[config.mk]
export PLATFORM = sky130hd
export DESIGN_NAME = modbus_ascii_frame_receiver_top
export DESIGN_NICKNAME = d
export VERILOG_FILES = /design/src/rtl/mbaf_pkg.sv /design/src/rtl/modbus_ascii_frame_receiver_top.sv /design/src/rtl/mbaf_core.sv
export SDC_FILE = /design/constraint.sdc
export NUM_CORES = 1
export LEC_CHECK = 0
export BUFFER_PORTS_ARGS = -buffer_cell sky130_fd_sc_hd__buf_2
export CORE_MARGIN = 4
export CORE_UTILIZATION = 62
export DETAILED_ROUTE_END_ITERATION = 10
export GPL_TIMING_DRIVEN = 0
export PLACE_DENSITY = 0.85
export SETUP_SLACK_MARGIN = 0.4
export SYNTH_ARGS = -nofsm -noshare
export SYNTH_HDL_FRONTEND = slang
export SYNTH_SLANG_ARGS = --single-unit
[constraint.sdc]
create_clock -name clock -period 6.8 [get_ports clock]
set_input_delay 0.68 -clock clock [delete_from_list [all_inputs] [get_ports clock]]
set_output_delay 0.68 -clock clock [all_outputs]
set_load 0.02 [all_outputs]
[src/rtl/mbaf_pkg.sv]
`timescale 1ns / 1ps

package mbaf_pkg;

   // Framing characters of the serial stream.
   localparam logic [7:0] CHAR_COLON = 8'h3A;
   localparam logic [7:0] CHAR_CR    = 8'h0D;
   localparam logic [7:0] CHAR_LF    = 8'h0A;

   // Frame error codes carried in the end of frame report.
   localparam logic [1:0] FERR_NONE     = 2'd0;
   localparam logic [1:0] FERR_ODD      = 2'd1;
   localparam logic [1:0] FERR_SHORT    = 2'd2;
   localparam logic [1:0] FERR_OVERFLOW = 2'd3;

   // Result kinds.
   localparam logic KIND_BYTE = 1'b0;
   localparam logic KIND_END  = 1'b1;

   // Minimum frame length, LRC included, and the report count limit.
   localparam int unsigned MIN_FRAME_BYTES = 3;
   localparam int unsigned COUNT_LIMIT     = 511;

   // One result item.
   typedef struct packed {
      logic       kind;
      logic [7:0] byte_value;
      logic       last;
      logic       lrc_ok;
      logic [1:0] frame_error;
      logic [8:0] byte_count;
   } mbaf_result_type;

   // Hex digit value; any character that is not a hex digit gives zero.
   function automatic logic [3:0] hex_value(input logic [7:0] c);
      logic [3:0] v;
      v = 4'd0;
      if (c >= 8'h30 && c <= 8'h39) begin
         v = 4'(c - 8'h30);
      end else if (c >= 8'h41 && c <= 8'h46) begin
         v = 4'(c - 8'h41 + 8'd10);
      end else if (c >= 8'h61 && c <= 8'h66) begin
         v = 4'(c - 8'h61 + 8'd10);
      end
      return v;
   endfunction

endpackage

[src/rtl/modbus_ascii_frame_receiver_top.sv]
`timescale 1ns / 1ps

// Modbus ASCII receiver with LRC check.
// The req_ channel carries one received character per transfer. The rsp_
// channel returns decoded frame bytes (tuser low) and one end of frame
// report per CR LF (tuser high, tlast high) with the LRC result, the
// byte count and an error code. The LRC byte itself is never returned
// as a byte.
// An accepted character is held in the input register; its result, if
// any, then goes into the output register, which drives rsp_tvalid. One
// character is taken in every cycle while the output register is empty
// or being drained, so the throughput is one character per cycle.
// Reset empties both registers and leaves the block outside a frame, so
// every character up to the first colon is ignored.
// When rsp_tready is low with a result waiting, the input register holds
// its character and req_tready drops until the result is taken.
module modbus_ascii_frame_receiver_top #(
   parameter int unsigned MAX_FRAME_BYTES = 256
) (
   input  logic        clock,
   input  logic        reset,
   input  logic        req_tvalid,
   output logic        req_tready,
   input  logic [7:0]  req_tdata,   // [7:0] rx_char
   output logic        rsp_tvalid,
   input  logic        rsp_tready,
   output logic [23:0] rsp_tdata,   // [7:0] byte_value, [8] lrc_ok,
                                    // [10:9] frame_error, [19:11] byte_count,
                                    // [23:20] zero
   output logic        rsp_tuser,   // [0] kind
   output logic        rsp_tlast    // last
);
   import mbaf_pkg::*;

   logic            in_valid_ff;
   logic [7:0]      in_char_ff;
   logic            out_valid_ff,  out_valid_in;
   mbaf_result_type out_data_ff;
   logic            advance;
   logic            res_valid;
   mbaf_result_type res_data;

   // The held character moves on when the output register can take a result.
   assign advance    = in_valid_ff && (!out_valid_ff || rsp_tready);
   assign req_tready = !in_valid_ff || advance;

   // Input register.
   always_ff @(posedge clock) begin
      if (reset) begin
         in_valid_ff <= 1'b0;
      end else if (req_tready) begin
         in_valid_ff <= req_tvalid;
      end
   end

   always_ff @(posedge clock) begin
      if (req_tready && req_tvalid) begin
         in_char_ff <= req_tdata;
      end
   end

   mbaf_core #(
      .MAX_FRAME_BYTES(MAX_FRAME_BYTES)
   ) u_core (
      .clock     (clock),
      .reset     (reset),
      .step      (advance),
      .rx_char   (in_char_ff),
      .res_valid (res_valid),
      .res_data  (res_data)
   );

   // Output register.
   always_comb begin
      out_valid_in = out_valid_ff;
      if (rsp_tready) begin
         out_valid_in = 1'b0;
      end
      if (advance) begin
         out_valid_in = res_valid;
      end
   end

   always_ff @(posedge clock) begin
      if (reset) begin
         out_valid_ff <= 1'b0;
      end else begin
         out_valid_ff <= out_valid_in;
      end
   end

   always_ff @(posedge clock) begin
      if (advance && res_valid) begin
         out_data_ff <= res_data;
      end
   end

   assign rsp_tvalid = out_valid_ff;
   assign rsp_tuser  = out_data_ff.kind;
   assign rsp_tlast  = out_data_ff.last;
   assign rsp_tdata  = {4'd0, out_data_ff.byte_count, out_data_ff.frame_error,
                        out_data_ff.lrc_ok, out_data_ff.byte_value};

endmodule

[src/rtl/mbaf_core.sv]
`timescale 1ns / 1ps

module mbaf_core #(
   parameter int unsigned MAX_FRAME_BYTES = 256
) (
   input  logic                     clock,
   input  logic                     reset,
   input  logic                     step,
   input  logic [7:0]               rx_char,
   output logic                     res_valid,
   output mbaf_pkg::mbaf_result_type res_data
);
   import mbaf_pkg::*;

   localparam int CW = $clog2(MAX_FRAME_BYTES + 1);

   // Frame state.
   logic          in_frame_ff,    in_frame_in;
   logic          digit_phase_ff, digit_phase_in;
   logic [3:0]    high_nibble_ff, high_nibble_in;
   logic [7:0]    held_byte_ff,   held_byte_in;
   logic          held_valid_ff,  held_valid_in;
   logic [7:0]    running_sum_ff, running_sum_in;
   logic [CW-1:0] bytes_seen_ff,  bytes_seen_in;
   logic          saw_return_ff,  saw_return_in;
   logic          overflowed_ff,  overflowed_in;

   logic [3:0]    nibble;
   logic [7:0]    new_byte;
   logic [8:0]    report_count;
   logic [1:0]    report_error;

   assign nibble   = hex_value(rx_char);
   assign new_byte = {high_nibble_ff, nibble};

   // Count and error code for the end of frame report.
   always_comb begin
      if (32'(bytes_seen_ff) > COUNT_LIMIT) begin
         report_count = 9'(COUNT_LIMIT);
      end else begin
         report_count = 9'(bytes_seen_ff);
      end
      if (overflowed_ff) begin
         report_error = FERR_OVERFLOW;
      end else if (digit_phase_ff) begin
         report_error = FERR_ODD;
      end else if (32'(bytes_seen_ff) < MIN_FRAME_BYTES) begin
         report_error = FERR_SHORT;
      end else begin
         report_error = FERR_NONE;
      end
   end

   // Per-character state update and result selection.
   always_comb begin
      in_frame_in    = in_frame_ff;
      digit_phase_in = digit_phase_ff;
      high_nibble_in = high_nibble_ff;
      held_byte_in   = held_byte_ff;
      held_valid_in  = held_valid_ff;
      running_sum_in = running_sum_ff;
      bytes_seen_in  = bytes_seen_ff;
      saw_return_in  = saw_return_ff;
      overflowed_in  = overflowed_ff;
      res_valid      = 1'b0;
      res_data       = '0;

      if (step) begin
         if (rx_char == CHAR_COLON) begin
            // A colon always opens a fresh frame, dropping any open one.
            in_frame_in    = 1'b1;
            digit_phase_in = 1'b0;
            high_nibble_in = 4'd0;
            held_byte_in   = 8'd0;
            held_valid_in  = 1'b0;
            running_sum_in = 8'd0;
            bytes_seen_in  = '0;
            saw_return_in  = 1'b0;
            overflowed_in  = 1'b0;
         end else if (in_frame_ff) begin
            saw_return_in = 1'b0;
            if (saw_return_ff && rx_char == CHAR_LF) begin
               // CR LF closes the frame with a report.
               res_valid            = 1'b1;
               res_data.kind        = KIND_END;
               res_data.last        = 1'b1;
               res_data.lrc_ok      = (running_sum_ff == 8'd0);
               res_data.frame_error = report_error;
               res_data.byte_count  = report_count;
               in_frame_in    = 1'b0;
               digit_phase_in = 1'b0;
               held_valid_in  = 1'b0;
               bytes_seen_in  = '0;
               overflowed_in  = 1'b0;
               running_sum_in = 8'd0;
            end else if (rx_char == CHAR_CR) begin
               saw_return_in = 1'b1;
            end else if (!digit_phase_ff) begin
               high_nibble_in = nibble;
               digit_phase_in = 1'b1;
            end else begin
               digit_phase_in = 1'b0;
               if (32'(bytes_seen_ff) >= MAX_FRAME_BYTES) begin
                  overflowed_in = 1'b1;
               end else begin
                  // The previous byte goes out; the new one is held back.
                  if (held_valid_ff) begin
                     res_valid           = 1'b1;
                     res_data.kind       = KIND_BYTE;
                     res_data.byte_value = held_byte_ff;
                  end
                  held_byte_in   = new_byte;
                  held_valid_in  = 1'b1;
                  running_sum_in = running_sum_ff + new_byte;
                  bytes_seen_in  = bytes_seen_ff + CW'(1);
               end
            end
         end
      end
   end

   // Control state.
   always_ff @(posedge clock) begin
      if (reset) begin
         in_frame_ff    <= 1'b0;
         digit_phase_ff <= 1'b0;
         held_valid_ff  <= 1'b0;
         bytes_seen_ff  <= '0;
         saw_return_ff  <= 1'b0;
         overflowed_ff  <= 1'b0;
         running_sum_ff <= 8'd0;
      end else begin
         in_frame_ff    <= in_frame_in;
         digit_phase_ff <= digit_phase_in;
         held_valid_ff  <= held_valid_in;
         bytes_seen_ff  <= bytes_seen_in;
         saw_return_ff  <= saw_return_in;
         overflowed_ff  <= overflowed_in;
         running_sum_ff <= running_sum_in;
      end
   end

   // Data held for the frame; always set before use by a colon.
   always_ff @(posedge clock) begin
      high_nibble_ff <= high_nibble_in;
      held_byte_ff   <= held_byte_in;
   end

endmodule
==> flow_summary.yaml <==
placement:
  io_buffers: 35
  place_congestion: 0.8049
  dp_hpwl_um: 4031
  postPlaceCellArea_um2: 3401
power_and_ir_drop:
  intPower_mw: 0.6742
  p_clk_share_pct: 46.1
  power_frac_seq_pct: 50.4
  swShare_pct: 20.27
  ir_drop_uv: 219.7
  p_sw_mw: 0.1714
  combPwrFrac_pct: 3.4
  p_per_area_nw_per_um2: 232.7
  leakage_nw: 1.535
route:
  first_iter_violations: 200
  drtPass1Iterations: 5
  ant_nets: 0
  drt_wl_total_um: 5748
  via_count: 2256
  routed_via_density: 5.529
  drc_errors: 0
  wire_per_inst_um: 14.09
worst_hold_path:
  hold_class: "reg2reg"
global_route:
  grt.overflow.total: 0
  antenna_found_initial: 0
  track_usage_pct: 20.40
  grt_pass1_vias: 2063
  grt_pass1_wl_um: 9577
  grt_max_degree: 22
finish:
  most-common-layout-cells: "edfxtp_1, nor2_1, buf_2"
  drive_above_1_share_pct: 19.94
  nets: 362
  multiInputGateArea_um2: 1320
  nFillCells: 325
  final_area_um2: 3635
  final_common_cell: "edfxtp_1"
  syn2layout_area_growth_pct: 16.11
  antenna_cells: 0
  register_area_um2: 1712
  fin_util_pct: 75.45
die:
  die_height_um: 79.06
  die-area_um2: 6250
  die_w_um: 79.06
  core_um2: 4817
  io_pins: 40
  initial_utilization_pct: 64.99
  rows: 25
setup_path:
  cpPeakStageDelay_ps: 460
  cp_data_arrival_time_ps: 3530
  critical_path_buf_inv_count: 2
  crit_family: "compound AO/OA/AOI/OAI gates"
  crit_slowest_cell: "edfxtp_1"
  cp_max_fo: 5
  crit_chain: "inv_1 -> ha_1 -> nor2_1 -> a21oi_1 -> mux2_2 -> ha_1 -> inv_1 -> fa_1 -> nand2b_1 -> a21boi_0 -> o21ai_0 -> mux2i_1 -> o21ai_0 -> a21oi_1"
  crit_path_end_kind: "flop"
  start_kind: "flop"
  crit_required_ps: 7010
  worstSetupPathType: "reg2reg"
synthesis:
  synthArstFlopShare_pct: 0
  netlist_area_um2: 3131
  synth_cell_types: 53
  synth-main-ff-cell: "edfxtp_1"
  syn_inst: 287
  syn_avg_cell_area_um2: 10.91
  synth_edf_count: 41
  ys_ff_latch: 65
  ys_seq_area_share_pct: 54.68
  ys.warnings.count: 0
timing:
  rsz0062_at_grt: "no"
  setup_violations: 0
  max_freq_ghz: 0.3009
  finalMaxSlewViolations: 0
  hold_viol: 0
  slew_headroom_pct: 39.12
  tns_ps: 0
  period_needed_ps: 3323
  tightest_slew_ps: 911.0
  fin_skew_ps: 6.950
  period_share_pct: 48.87
cts:
  cts_root_buf: "clkbuf_8"
  cts_tree: "yes"
  hold_buffers: 0
  numCtsBuffers: 9
  cts_sinks: 65
  clock_latency_ps: 350
  ctsLongestPathBuffers: 2
  clk_pin_slew_ps: 70
  cts_resized: 0
  post-cts-setup-buffers: 0
  h-tree-depth: 3
outcome:
  outcome: "finished, final reports clean"
job:
  maxCapViolCount: 0
## final timing paths
check        slack, ps                     start  depth (start not counted)                       end
max               3480             in_char_ff[1]                         14  u_core.running_sum_ff[6]
min                500  u_core.running_sum_ff[6]                          2  u_core.running_sum_ff[6]
max reg2reg       3480             in_char_ff[1]                         14  u_core.running_sum_ff[6]
min reg2reg        500  u_core.running_sum_ff[6]                          2  u_core.running_sum_ff[6]
## cell families after synthesis
logic type      share of synthesized area [%]
fa+ha+maj                               5.835
simple gates                            21.38
compound gates                          12.67
flops                                   54.68
other cells                            0.1198
buf+inv                                 3.517
xor+xnor                                1.119
mux                                    0.6794
## per-layer routing
layer	up-vias	routed length, µm	global-route usage, %
li1	1123	-	-
met1	1054	2499	26.07
met2	67	2781	32.07
met3	12	375	5.669
met4	0	92	9.794
met5	-	0	0
## through the flow
| stage | total power, mW | hold slack [ps] | cells | setup WS [ps] |
|---|---|---|---|---|
| final | 0.8457 | 497.1 | 408 | 3477 |
| after global routing | 0.8729 | 497.3 | 408 | 3219 |
| after CTS | 0.8471 | 498.6 | 408 | 3503 |
| after detailed placement | 0.4637 | 481.2 | 392 | 3618 |
| after global placement | 0.4625 | 469.1 | 392 | 3707 |
| after floorplan | 0.4552 | 449.4 | 290 | 4027 |
## synth_stat cells (2+ instances only)
library cell	number	area [µm²]
a21oi_1	22	110.1
a22oi_1	5	37.54
a31oi_1	5	31.28
a32oi_1	2	17.52
and2_1	16	100.1
and3_1	4	25.02
buf_4	5	37.54
clkbuf_1	3	11.26
dfxtp_1	24	480.5
edfxtp_1	41	1231
ha_1	13	162.7
inv_1	12	45.04
nand2_1	16	60.06
nand2b_1	4	25.02
nand3_1	9	45.04
nand3b_1	4	30.03
nor2_1	36	135.1
nor2b_1	7	43.79
nor3_1	3	15.01
nor4_1	5	31.28
o21ai_0	13	65.06
o21bai_1	2	15.01
or3_1	4	25.02
xnor2_1	2	17.52
xor2_1	2	17.52
## power groups by stage
| stage | Combinational [mW] | Sequential, mW | Clock, mW |
|---|---|---|---|
| floorplan | 0.0212 | 0.434 | 0 |
| global placement | 0.0277 | 0.435 | 0 |
| detailed placement | 0.0286 | 0.435 | 0 |
| CTS | 0.0289 | 0.426 | 0.392 |
| global route | 0.0323 | 0.427 | 0.414 |
| finish | 0.0292 | 0.426 | 0.390 |
## final cells by class
| class | instances | area share, % |
|---|---|---|
| inverter | 12 | 1.239 |
| sequential | 65 | 47.09 |
| multi-input combinational | 203 | 36.32 |
| clock buffer | 10 | 3.511 |
| tap | 67 | 2.306 |
| buffer | 10 | 1.790 |
| clock inverter | 6 | 2.926 |
| timing repair buffer | 35 | 4.819 |
## worst reg2reg max path, delay by kind of cell (launching register included)
family / cells / cell delay (ps)
AO/OA/AOI/OAI: 5 / 1080
adder cells (fa/ha/maj): 3 / 800
buffers and inverters: 2 / 200
flip-flops: 1 / 460
multiplexers: 2 / 430
AND/OR/NAND/NOR: 2 / 220
## sequential cells by signal (all words and copies together) (netlist names), 4 cells and up
register / flops
in_char_ff: 8
u_core.running_sum_ff: 8
u_core.high_nibble_ff: 4
u_core.bytes_seen_ff: 9
rsp_tdata: 20
u_core.held_byte_ff: 8
No activity file was read; power rests on OpenSTA's default activity.
